===== src/rtl/erx_pkg.sv =====
package erx_pkg;

    localparam logic [7:0] HEAD_BYTE = 8'hBB;
    localparam logic [7:0] TAIL_BYTE = 8'hEE;
    localparam logic [2:0] FRAME_LEN = 3'd5;
    localparam logic [7:0] VALUE_MAX = 8'd100;

    localparam logic [15:0] WINDOW_TICKS_RESET = 16'd1000;
    localparam logic [15:0] LOSS_TICKS_RESET   = 16'd3000;

    localparam int COUNTER_BITS_DEFAULT = 16;
    localparam int REPORT_BITS          = 16;

    typedef enum logic [0:0] {
        REG_WINDOW_TICKS = 1'b0,
        REG_LOSS_TICKS   = 1'b1
    } cfg_reg_t;

    typedef enum logic [0:0] {
        REQ_BYTE = 1'b0,
        REQ_TICK = 1'b1
    } req_type_t;

    // per-byte events from the frame assembler to the statistics unit
    typedef struct packed {
        logic       byte_seen;
        logic       discard;
        logic       error;
        logic       ok;
        logic [7:0] discard_byte;
    } frame_evt_t;

    typedef struct packed {
        logic       frame_ok;
        logic [6:0] attention;
        logic [6:0] fatigue;
        logic [6:0] quality;
        logic       frame_error;
    } frame_res_t;

    typedef struct packed {
        logic        stats_ready;
        logic [15:0] bytes_seen;
        logic [15:0] discards;
        logic [15:0] err_total;
        logic [7:0]  recent_drop;
        logic        signal_lost;
    } tick_res_t;

endpackage


===== src/rtl/erx_frame_unit.sv =====
module erx_frame_unit (
    input  logic                  aclk,
    input  logic                  aresetn,
    input  logic                  byte_en,
    input  logic [7:0]            rx_byte,
    output erx_pkg::frame_evt_t   evt,
    output erx_pkg::frame_res_t   res
);

    logic [2:0] frame_pos_reg;
    logic [2:0] frame_pos_next;
    logic [7:0] frame_bytes_reg [4];
    logic       store_en;
    logic       in_range;

    assign in_range = (frame_bytes_reg[1] <= erx_pkg::VALUE_MAX)
                   && (frame_bytes_reg[2] <= erx_pkg::VALUE_MAX)
                   && (frame_bytes_reg[3] <= erx_pkg::VALUE_MAX);

    always_comb begin
        frame_pos_next = frame_pos_reg;
        store_en       = 1'b0;
        evt            = '0;
        res            = '0;
        if (byte_en) begin
            evt.byte_seen = 1'b1;
            priority if (frame_pos_reg == 3'd0 && rx_byte != erx_pkg::HEAD_BYTE) begin
                evt.discard      = 1'b1;
                evt.discard_byte = rx_byte;
            end else if (frame_pos_reg < erx_pkg::FRAME_LEN - 3'd1) begin
                store_en       = 1'b1;
                frame_pos_next = frame_pos_reg + 3'd1;
            end else begin
                frame_pos_next = 3'd0;
                if (frame_bytes_reg[0] != erx_pkg::HEAD_BYTE
                        || rx_byte != erx_pkg::TAIL_BYTE) begin
                    evt.error       = 1'b1;
                    res.frame_error = 1'b1;
                end else if (in_range) begin
                    evt.ok        = 1'b1;
                    res.frame_ok  = 1'b1;
                    res.attention = frame_bytes_reg[1][6:0];
                    res.fatigue   = frame_bytes_reg[2][6:0];
                    res.quality   = 7'(erx_pkg::VALUE_MAX - frame_bytes_reg[3]);
                end
            end
        end
    end

    always_ff @(posedge aclk) begin
        if (!aresetn) begin
            frame_pos_reg <= 3'd0;
        end else begin
            frame_pos_reg <= frame_pos_next;
        end
    end

    always_ff @(posedge aclk) begin
        if (store_en) begin
            frame_bytes_reg[frame_pos_reg[1:0]] <= rx_byte;
        end
    end

endmodule


===== src/rtl/erx_tick_unit.sv =====
module erx_tick_unit #(
    parameter int COUNTER_BITS = erx_pkg::COUNTER_BITS_DEFAULT
) (
    input  logic                 aclk,
    input  logic                 aresetn,
    input  logic                 tick_en,
    input  erx_pkg::frame_evt_t  evt,
    input  logic [15:0]          window_ticks,
    input  logic [15:0]          loss_ticks,
    output erx_pkg::tick_res_t   res
);

    localparam int WIDE_BITS = (COUNTER_BITS > erx_pkg::REPORT_BITS)
                             ? COUNTER_BITS : erx_pkg::REPORT_BITS;
    localparam logic [COUNTER_BITS-1:0] CNT_MAX = '1;

    logic [COUNTER_BITS-1:0] byte_cnt_reg, byte_cnt_next;
    logic [COUNTER_BITS-1:0] discard_cnt_reg, discard_cnt_next;
    logic [COUNTER_BITS-1:0] error_cnt_reg, error_cnt_next;
    logic [7:0]              drop_byte_reg, drop_byte_next;
    logic [15:0]             window_timer_reg, window_timer_next;
    logic [15:0]             loss_timer_reg, loss_timer_next;
    logic                    loss_armed_reg, loss_armed_next;
    logic                    window_close;

    function automatic logic [COUNTER_BITS-1:0] sat_inc(input logic [COUNTER_BITS-1:0] v);
        sat_inc = (v == CNT_MAX) ? v : v + 1'b1;
    endfunction

    function automatic logic [15:0] report(input logic [COUNTER_BITS-1:0] v);
        logic [WIDE_BITS-1:0] wide;
        wide   = WIDE_BITS'(v);
        report = (wide > WIDE_BITS'(16'hFFFF)) ? 16'hFFFF : wide[15:0];
    endfunction

    assign window_close = ({1'b0, window_timer_reg} + 17'd1) >= {1'b0, window_ticks};

    always_comb begin
        byte_cnt_next     = byte_cnt_reg;
        discard_cnt_next  = discard_cnt_reg;
        error_cnt_next    = error_cnt_reg;
        drop_byte_next    = drop_byte_reg;
        window_timer_next = window_timer_reg;
        loss_timer_next   = loss_timer_reg;
        loss_armed_next   = loss_armed_reg;
        res               = '0;

        if (evt.byte_seen) begin
            byte_cnt_next = sat_inc(byte_cnt_reg);
        end
        if (evt.discard) begin
            discard_cnt_next = sat_inc(discard_cnt_reg);
            drop_byte_next   = evt.discard_byte;
        end
        if (evt.error) begin
            error_cnt_next = sat_inc(error_cnt_reg);
        end
        if (evt.ok) begin
            loss_armed_next = 1'b1;
            loss_timer_next = 16'd0;
        end

        if (tick_en) begin
            if (window_close) begin
                res.stats_ready   = 1'b1;
                res.bytes_seen    = report(byte_cnt_reg);
                res.discards      = report(discard_cnt_reg);
                res.err_total     = report(error_cnt_reg);
                res.recent_drop   = drop_byte_reg;
                byte_cnt_next     = '0;
                discard_cnt_next  = '0;
                error_cnt_next    = '0;
                drop_byte_next    = 8'd0;
                window_timer_next = 16'd0;
            end else begin
                window_timer_next = window_timer_reg + 16'd1;
            end
            if (loss_armed_reg) begin
                if (loss_timer_reg >= loss_ticks) begin
                    res.signal_lost = 1'b1;
                    loss_armed_next = 1'b0;
                    loss_timer_next = 16'd0;
                end else begin
                    loss_timer_next = loss_timer_reg + 16'd1;
                end
            end
        end
    end

    always_ff @(posedge aclk) begin
        if (!aresetn) begin
            byte_cnt_reg     <= '0;
            discard_cnt_reg  <= '0;
            error_cnt_reg    <= '0;
            drop_byte_reg    <= 8'd0;
            window_timer_reg <= 16'd0;
            loss_timer_reg   <= 16'd0;
            loss_armed_reg   <= 1'b0;
        end else begin
            byte_cnt_reg     <= byte_cnt_next;
            discard_cnt_reg  <= discard_cnt_next;
            error_cnt_reg    <= error_cnt_next;
            drop_byte_reg    <= drop_byte_next;
            window_timer_reg <= window_timer_next;
            loss_timer_reg   <= loss_timer_next;
            loss_armed_reg   <= loss_armed_next;
        end
    end

endmodule


===== src/rtl/eeg_frame_receiver_core.sv =====
// Framed serial receiver with window statistics and a signal-loss watchdog.
// Input stream (s_*): one item per received byte (s_tuser = 0, byte in
// s_tdata) or per millisecond tick (s_tuser = 1, s_tdata ignored).
// Result stream (m_*): exactly one item per input item, in order. m_tuser
// flags a valid frame, a frame error, a closed window and signal loss;
// m_tdata carries the frame values and the window counters, zero where a
// flag does not apply.
// Configuration: cfg_we writes window_ticks (index 0) or loss_ticks
// (index 1) from cfg_wdata; write only while no item is in flight.
// Data path: an accepted item passes the input register, then the frame
// and statistics logic into the result register that drives m_tvalid.
// Throughput: one item per cycle while m_tready is high; the frame
// position and counters update as each item leaves the input register.
// When m_tready is low the result register holds and one more item is
// taken into the input register before s_tready drops.
// Reset (aresetn low, synchronous) empties both registers, closes any open
// frame, clears counters and timers, disarms the watchdog and restores the
// register defaults of 1000 and 3000 ticks.
module eeg_frame_receiver_core #(
    parameter int COUNTER_BITS = erx_pkg::COUNTER_BITS_DEFAULT
) (
    input  logic        aclk,
    input  logic        aresetn,
    input  logic        s_tvalid,
    output logic        s_tready,
    input  logic [7:0]  s_tdata,   // rx_byte
    input  logic        s_tuser,   // req_type
    output logic        m_tvalid,
    input  logic        m_tready,
    // attention, fatigue, quality, bytes_seen, discards, err_total,
    // recent_drop, zero pad
    output logic [79:0] m_tdata,
    // frame_ok, frame_error, stats_ready, signal_lost
    output logic [3:0]  m_tuser,
    input  logic        cfg_we,
    input  logic [0:0]  cfg_addr,
    input  logic [15:0] cfg_wdata
);

    logic        in_valid_reg;
    logic        in_type_reg;
    logic [7:0]  in_byte_reg;
    logic        out_valid_reg;
    logic [79:0] out_data_reg;
    logic [3:0]  out_user_reg;
    logic [15:0] window_ticks_reg;
    logic [15:0] loss_ticks_reg;
    logic        advance;
    logic        byte_en;
    logic        tick_en;

    erx_pkg::frame_evt_t frame_evt;
    erx_pkg::frame_res_t frame_res;
    erx_pkg::tick_res_t  tick_res;

    assign advance  = in_valid_reg && (!out_valid_reg || m_tready);
    assign s_tready = !in_valid_reg || advance;
    assign byte_en  = advance && (in_type_reg == erx_pkg::REQ_BYTE);
    assign tick_en  = advance && (in_type_reg == erx_pkg::REQ_TICK);

    always_ff @(posedge aclk) begin
        if (!aresetn) begin
            window_ticks_reg <= erx_pkg::WINDOW_TICKS_RESET;
            loss_ticks_reg   <= erx_pkg::LOSS_TICKS_RESET;
        end else if (cfg_we) begin
            unique case (erx_pkg::cfg_reg_t'(cfg_addr))
                erx_pkg::REG_WINDOW_TICKS: window_ticks_reg <= cfg_wdata;
                erx_pkg::REG_LOSS_TICKS:   loss_ticks_reg   <= cfg_wdata;
                default:                   ;
            endcase
        end
    end

    always_ff @(posedge aclk) begin
        if (!aresetn) begin
            in_valid_reg <= 1'b0;
        end else if (s_tready) begin
            in_valid_reg <= s_tvalid;
        end
    end

    always_ff @(posedge aclk) begin
        if (s_tvalid && s_tready) begin
            in_type_reg <= s_tuser;
            in_byte_reg <= s_tdata;
        end
    end

    erx_frame_unit u_frame (
        .aclk    (aclk),
        .aresetn (aresetn),
        .byte_en (byte_en),
        .rx_byte (in_byte_reg),
        .evt     (frame_evt),
        .res     (frame_res)
    );

    erx_tick_unit #(
        .COUNTER_BITS (COUNTER_BITS)
    ) u_tick (
        .aclk         (aclk),
        .aresetn      (aresetn),
        .tick_en      (tick_en),
        .evt          (frame_evt),
        .window_ticks (window_ticks_reg),
        .loss_ticks   (loss_ticks_reg),
        .res          (tick_res)
    );

    always_ff @(posedge aclk) begin
        if (!aresetn) begin
            out_valid_reg <= 1'b0;
        end else if (!out_valid_reg || m_tready) begin
            out_valid_reg <= in_valid_reg;
        end
    end

    always_ff @(posedge aclk) begin
        if (advance) begin
            out_data_reg <= {3'b000,
                             tick_res.recent_drop,
                             tick_res.err_total,
                             tick_res.discards,
                             tick_res.bytes_seen,
                             frame_res.quality,
                             frame_res.fatigue,
                             frame_res.attention};
            out_user_reg <= {tick_res.signal_lost,
                             tick_res.stats_ready,
                             frame_res.frame_error,
                             frame_res.frame_ok};
        end
    end

    assign m_tvalid = out_valid_reg;
    assign m_tdata  = out_data_reg;
    assign m_tuser  = out_user_reg;

    a_no_byte_and_tick_flags: assert property (@(posedge aclk) disable iff (!aresetn)
        m_tvalid |-> !((m_tuser[0] || m_tuser[1]) && (m_tuser[2] || m_tuser[3])))
        else $error("byte and tick flags on one item");

    a_ok_excludes_error: assert property (@(posedge aclk) disable iff (!aresetn)
        m_tvalid |-> !(m_tuser[0] && m_tuser[1]))
        else $error("frame_ok and frame_error together");

    a_held_input_stays: assert property (@(posedge aclk) disable iff (!aresetn)
        (in_valid_reg && !advance) |=> (in_valid_reg && $stable(in_byte_reg)
                                         && $stable(in_type_reg)))
        else $error("stalled input item lost");

    a_reset_empties: assert property (@(posedge aclk)
        !aresetn |=> (!m_tvalid && !in_valid_reg))
        else $error("pipeline not empty after reset");

endmodule

===== config.mk =====
export PLATFORM = sky130hd
export DESIGN_NAME = eeg_frame_receiver_core
export DESIGN_NICKNAME = d
export VERILOG_FILES = /design/src/rtl/erx_pkg.sv /design/src/rtl/erx_frame_unit.sv /design/src/rtl/erx_tick_unit.sv /design/src/rtl/eeg_frame_receiver_core.sv
export SDC_FILE = /design/constraint.sdc
export NUM_CORES = 1
export LEC_CHECK = 0
export CAP_MARGIN = 20
export CORE_ASPECT_RATIO = 0.9
export CORE_MARGIN = 2
export CORE_UTILIZATION = 48
export CTS_CLUSTER_DIAMETER = 30
export DETAILED_ROUTE_END_ITERATION = 8
export DONT_BUFFER_PORTS = 1
export PLACE_DENSITY = 0.66
export SKIP_LAST_GASP = 1
export SLEW_MARGIN = 10
export SYNTH_ARGS = -nofsm -noshare
export SYNTH_HDL_FRONTEND = slang
export SYNTH_SLANG_ARGS = --single-unit

===== constraint.sdc =====
create_clock -name aclk -period 17.22 [get_ports aclk]
set_input_delay 0.861 -clock aclk [delete_from_list [all_inputs] [get_ports aclk]]
set_output_delay 0.861 -clock aclk [all_outputs]
set_load 0.05 [all_outputs]

# Word-level counts from Yosys, hierarchy flattened

Memories as Yosys holds them, arrays and structs flattened.
Cells that the tools add are included.

Flip-flop bits (word level): 216
RAM bits: 32
Word-level logic and storage cells: 114
Memories: 1

Memory list:

| memory                  | depth | width | rd ports | clocked after Yosys merged registers in | write ports | line                 | RTL |
|---|---|---|---|---|---|---|---|
| u_frame.frame_bytes_reg | 4     | 8     | 4        | 0                                       | 1           | erx_frame_unit.sv:12 | `logic [7:0] frame_bytes_reg [4];` |

Add/sub/neg operators: 8
$lt $le $gt $ge: 9
Equal/unequal tests: 6
Multiplexer cells: 44
Bitwise logic cells: 5
Reductions and logical operators: 21

Operators by type and width:

| kind                  | number |
|---|---|
| $mux 16               | 20 |
| $add 16x1->16 const B | 5 |
| $mux 57               | 1 |
| $eq 16x16->1 const B  | 3 |
| $gt 16x16->1 const B  | 3 |
| $mux 8                | 4 |
| $le 8x7->1 const B    | 3 |
| $ne 8x8->1 const B    | 3 |
| $mux 22               | 1 |
| $add 16x1->17 const B | 1 |
| $ge 17x16->1          | 1 |
| $ge 16x16->1          | 1 |
| $mux 1                | 14 |
| $mux 12               | 1 |
| $reduce_and 2->1      | 5 |
| $logic_and 1x1->1     | 7 |
| $sub 7x7->7 const A   | 1 |
| $not 1->1             | 5 |
| $reduce_or 5->1       | 1 |
| $mux 2                | 2 |
| $reduce_or 4->1       | 1 |
| $add 3x1->3 const B   | 1 |
| $logic_not 3->1       | 1 |
| $logic_or 1x1->1      | 3 |
| other kinds (4)       | 5 |

# Logic depth before layout (Yosys ltp)

An unclocked memory read counts as a cell.

Depth in word-level cells: 13
Gate-level depth with buffers: 15
Mapped depth without buffers: 12

# By module

A second synthesis with hierarchy kept.

Cells, all modules: 1100
Area, all modules: 11711.2 um^2

Modules (own cells, without submodules):

| module                  | times used | cells an instance | area each (um^2) | sequential area each (um^2) |
|---|---|---|---|---|
| erx_tick_unit           | 1          | 716               | 5838.1           | 1781.7 |
| eeg_frame_receiver_core | 1          | 241               | 4096.4           | 3383.2 |
| erx_frame_unit          | 1          | 143               | 1776.7           | 1021.0 |

# Worst setup path before layout

No wires, ideal clock.

Kind: input to register
Start: in m_tready
End: reg u_tick.byte_cnt_reg[10]
Setup time: 0.117 ns
Data arrival time: 5.735 ns
Data required time: 17.103 ns
Slack: 11.368 ns
Cell stages on the path: 8
Path buffers: 2
Cells stage by stage: nor2b_1 nor2_1 nand2_1 a21o_1 o21ai_1 buf_4 buf_2 nor2_1

Cells in the longest elaborated chain, start to end: 7
Elaborated cells between the ends (all ways): 8

Ends and longest elaborated chain:

| element               | line                          | RTL |
|---|---|---|
| from (decl)           | eeg_frame_receiver_core.sv:29 | `input logic m_tready,` |
| $logic_or 1x1->1 (*)  | eeg_frame_receiver_core.sv:56 | `assign advance = in_valid_reg && (!out_valid_reg \|\| m_tready);` |
| $logic_and 1x1->1 (*) | eeg_frame_receiver_core.sv:56 |  |
| net advance           | eeg_frame_receiver_core.sv:48 | `logic advance;` |
| $logic_and 1x1->1     | eeg_frame_receiver_core.sv:58 | `assign byte_en = advance && (in_type_reg == erx_pkg::REQ_BYTE);` |
| $mux 12               | erx_frame_unit.sv:25          | `if (byte_en) begin` |
| $mux 16               | erx_tick_unit.sv:48           | `if (evt.byte_seen) begin` |
| $mux 16               | erx_tick_unit.sv:64           | `if (window_close) begin` |
| $mux 16 (*)           | erx_tick_unit.sv:63           | `if (tick_en) begin` |
| to (signal assigned)  | erx_tick_unit.sv:100          | `byte_cnt_reg <= byte_cnt_next;` |
| to (decl)             | erx_tick_unit.sv:17           | `logic [COUNTER_BITS-1:0] byte_cnt_reg, byte_cnt_next;` |

Mark *: on every way through the listed nets, which the timed path passes. The rest lies on a longest branch.
A chain may end at the register's enable or synchronous reset.

# Final worst setup path

Start: reg u_tick.window_timer_reg[2]
End: reg out_data_reg[38] (netlist: m_tdata[38]) (data pin)

Cells in the longest elaborated chain, start to end: 3

Ends and longest elaborated chain:

| element                           | line                           | RTL |
|---|---|---|
| from (decl)                       | erx_tick_unit.sv:21            | `logic [15:0] window_timer_reg, window_timer_next;` |
| from (signal assigned)            | erx_tick_unit.sv:104           | `window_timer_reg <= window_timer_next;` |
| $add 16x1->17                     | erx_tick_unit.sv:36            | `assign window_close = ({1'b0, window_timer_reg} + 17'd1) >= {1'b0, window_ticks};` |
| $ge 17x16->1                      | erx_tick_unit.sv:36            |  |
| $reduce_and 2->1 (no source line) | --                             |  |
| to (signal assigned)              | eeg_frame_receiver_core.sv:120 | `out_data_reg <= {3'b000,` |
| to (decl)                         | eeg_frame_receiver_core.sv:44  | `logic [79:0] out_data_reg;` |

No other way between the ends.

==> results list <==
- Clock tree synthesis found a total of 248 sinks.
- Worst min-delay path endpoint: in_byte_reg[5]
- After detailed routing, the number of remaining DRC violations is 0.
* Fraction of layout instances using a drive strength above 1: 0.08937
* Average routed wire per standard cell: 15.96 um
- Final standard cell count with taps included and fillers excluded: 1,418
- Fin crit share: 0.2246
* Maximum resistive drop on vdd: 0.07419 mV
* Maximum operating frequency: 258.5 MHz
- The congestion estimate from routability-driven global placement came to ~0.86.
- After clock tree synthesis, the clock-pin slew on the worst setup and hold paths is about 0.050 ns.
- Entering global routing, the biggest net connects between 80 and 90 pins.
- Commonest non-fill, non-tap cells in the layout: sky130_fd_sc_hd__nand2_1 (131), sky130_fd_sc_hd__dfxtp_1 (126), sky130_fd_sc_hd__edfxtp_1 (122)
* Proportion of register bits with asynchronous set or reset after synthesis: 0
- Synthesis inferred roughly 250 register bits.
- Transition time at the pin with the least slew margin: about 1.0 ns
- Delay of the slowest cell on the worst path: 0.48 ns
- The number of global-route vias before repair came to 7,259.
* Worst Setup Slack post-DPL: about 13 ns
- Startpoint of the tightest hold check path: s_tdata[5]
- Setup slack on the critical path of the routed design comes to 13.35 ns.
- After clock tree synthesis, the flow added hold-fix buffers numbering 0.
* Count of max-cap constraint violations: 0
- Final instance area: roughly 13,000 um^2
- The run finished with clean final reports.
- In the routed layout, each cell is associated on average with a via count of around 5.3.
- At the worst endpoint, the required time is 17.62 ns.
* # fillers: around 1,900
* Hold Path Depth: 0
- Final count of hold timing violations: 0
* Vertical extent of the die: 147.4 um
* Die X-Extent: about 160 um
- Final core area utilization: 0.5730
- In this run the clock root is driven by a sky130_fd_sc_hd__clkbuf_16.
- Leakage power figure: about 4.8 nW
- In the global route stage, overall resource usage came out at 0.1919.
* Die area: approximately 24,000 um^2
- Number of standard cells after synthesis: roughly 1,100
* Vias after detailed routing: between 7,000 and 8,000
* Number of levels the H-tree was split into: 2
- Average size of a mapped cell: 10.27 um^2
- Count of flip-flops with a built-in enable after synthesis: between 100 and 150
* Netlist area before placement: ~11,000 um^2
* Total number of yosys warnings: 0
- Delay-heaviest family, CP: simple AND/OR/NAND/NOR gates
- Endpoint of the worst register-to-register path: m_tdata[38]
- Std cell rows: 52
* Met3 layer usage reported by global route: 0.05331
- Max reg flops: slightly below 80
- By startpoint and endpoint, the worst setup path is classified as reg2reg.
- Unique masters post-synth: 60
* Biggest fanout along the worst timing path: 31
- Area post-placement: 11,220 um^2
* Dpl cells: ~1,300
- Across all hold checks on the routed design, the worst slack comes to approximately 0.44 ns.
- The number of antenna violations at the first check in global routing came to 2.
- The min-delay analysis places its worst path in the category in2reg.
- In this run, the number of DRC markers left after iteration 0 of detailed routing was around 480.
- Number of failing setup endpoints in the final timing report: 0
- Worst slew margin relative to its limit: 0.3066
- The startpoint identified for the worst register-to-register timing path is u_tick.window_timer_reg[2].
- Number of detailed-route iterations in the first pass: 5
- The worst register-to-register path has a setup slack of about 13 ns.
- Routed wire length: ~23 mm
- Leaving out fill and tap cells, the most frequent cell in the layout is sky130_fd_sc_hd__nand2_1.
- For this run, the leading register cell type out of synthesis is sky130_fd_sc_hd__dfxtp_1.
* Placeable core region: between 20,000 and 25,000 um^2
- Post-synthesis to final-layout area growth: 17.28%
- STA classifies the critical path endpoint as a flip-flop.
- The number of pins with negative max-slew slack in the final report was 0.
- The number of buffers and inverters on the critical path is 1.
* Cell with the largest stage delay on the worst path: sky130_fd_sc_hd__nor2_4
- Setup repair after global routing left no endpoint under its margin.
* Final Critical Period: ~3.9 ns
- Clock tree from TritonCTS: done
* Number of I/O pins: roughly 120
* Source-to-sink clock delay at the later pin of the worst-skew pair: approximately 0.53 ns
* Cell-by-cell trace of the critical path: and3_1 > and3_1 > nand4_1 > nor2_1 > xor2_1 > ha_1 > nand4_1 > nor4_1 > nor2_1 > and4b_1 > nor2_4 > buf_16 > and2_1
- Maximum clock skew at final layout: 0.01939 ns
- Global routing usage on met2: 0.2960
- After clock tree synthesis, the setup repair step added 0 buffers.
- After the last flow step, the layout net total stands at 1,154.
- Worst Path Arrival: 4.26 ns
* Num CTS Buffers: 46
- The total overflow left after global routing is 0.
* Sequential cell area fraction in the yosys report: 0.5641
- CP startpoint kind: flip-flop
- The longest clock path from root to sink contains 3 buffers.
* First-pass GRT wire length: ~37 mm
- Power comes to approximately 1.6 mW.
* Number of antenna-violating nets in the routed design: 0
* # resized after CTS: 0
- Measured in cells, the most critical reg-to-reg path has a length of 13.
- I/O Buffers: 0
- Power per standard cell area: between 100 and 150 nW/um^2
- The HPWL after detailed placement is approximately 15 mm.
* Final total negative setup slack: 0 ns
- The layer flagged by global routing as most heavily used is met2.
- Routing usage on met1: 0.2601
- For this configuration, the core starts out at a cell density of 0.4886.
==> where the power goes <==
group / switching [mW] / internal, mW / total (mW)
logic: 0.0262 / 0.0105 / 0.0367
clock network: 0.295 / 0.601 / 0.896
registers: 0.0294 / 0.633 / 0.663
==> cell usage after synthesis (all sizes together), types with 14 or more instances <==
cell,count,area share
nand2,131,0.045
dfxtp,126,0.23
edfxtp,122,0.33
nor2,88,0.030
and2,80,0.046
a21oi,56,0.026
inv,56,0.019
nand3,45,0.021
ha,42,0.048
clkbuf,32,0.011
xnor2,27,0.022
xor2,26,0.021
nand4,24,0.014
nor3,23,0.010
o21ai,23,0.010
and3,16,0.0092
or3,16,0.010
buf,14,0.0072
o211ai,14,0.0096
==> cell type report <==
class / instances / area, um^2 / share of cell area
sequential: 248 / 6186 / 0.4809
multi-input combinational: 720 / 4400 / 0.3421
inverter: 56 / 210.2 / 0.01634
clock inverter: 30 / 351.6 / 0.02733
antenna: 2 / 5.005 / 0.0003891
timing repair buffer: 9 / 107.6 / 0.008366
tap: 297 / 371.6 / 0.02889
clock buffer: 56 / 1230 / 0.09562
==> per-layer routing <==
metal	up-vias	share of wire
li1	3789	-
met1	3548	0.47
met5	-	0
met3	39	0.065
met4	0	0.024
met2	197	0.45
==> kinds of logic after synthesis <==
| group | count (synthesis) | synth area share |
|---|---|---|
| simple gates | 478 | 0.2236 |
| flops | 248 | 0.5641 |
| compound gates | 136 | 0.07667 |
| buf+inv | 102 | 0.03776 |
| xor+xnor | 53 | 0.04233 |
| fa+ha+maj | 42 | 0.04792 |
| mux | 8 | 0.007302 |
| other cells | 1 | 0.0003419 |
==> worst max path at each step <==
stage,cells past startpoint,start,end
floorplan,8,m_tready,u_tick.byte_cnt_reg[10]
detailed placement,12,u_tick.window_timer_reg[2],m_tdata[41]
global placement,11,u_tick.window_timer_reg[0],m_tdata[66]
CTS,12,u_tick.window_timer_reg[2],m_tdata[41]
global route,12,u_tick.window_timer_reg[2],m_tdata[41]
finish,13,u_tick.window_timer_reg[2],m_tdata[38]
(Power assumes the default switching activity.)
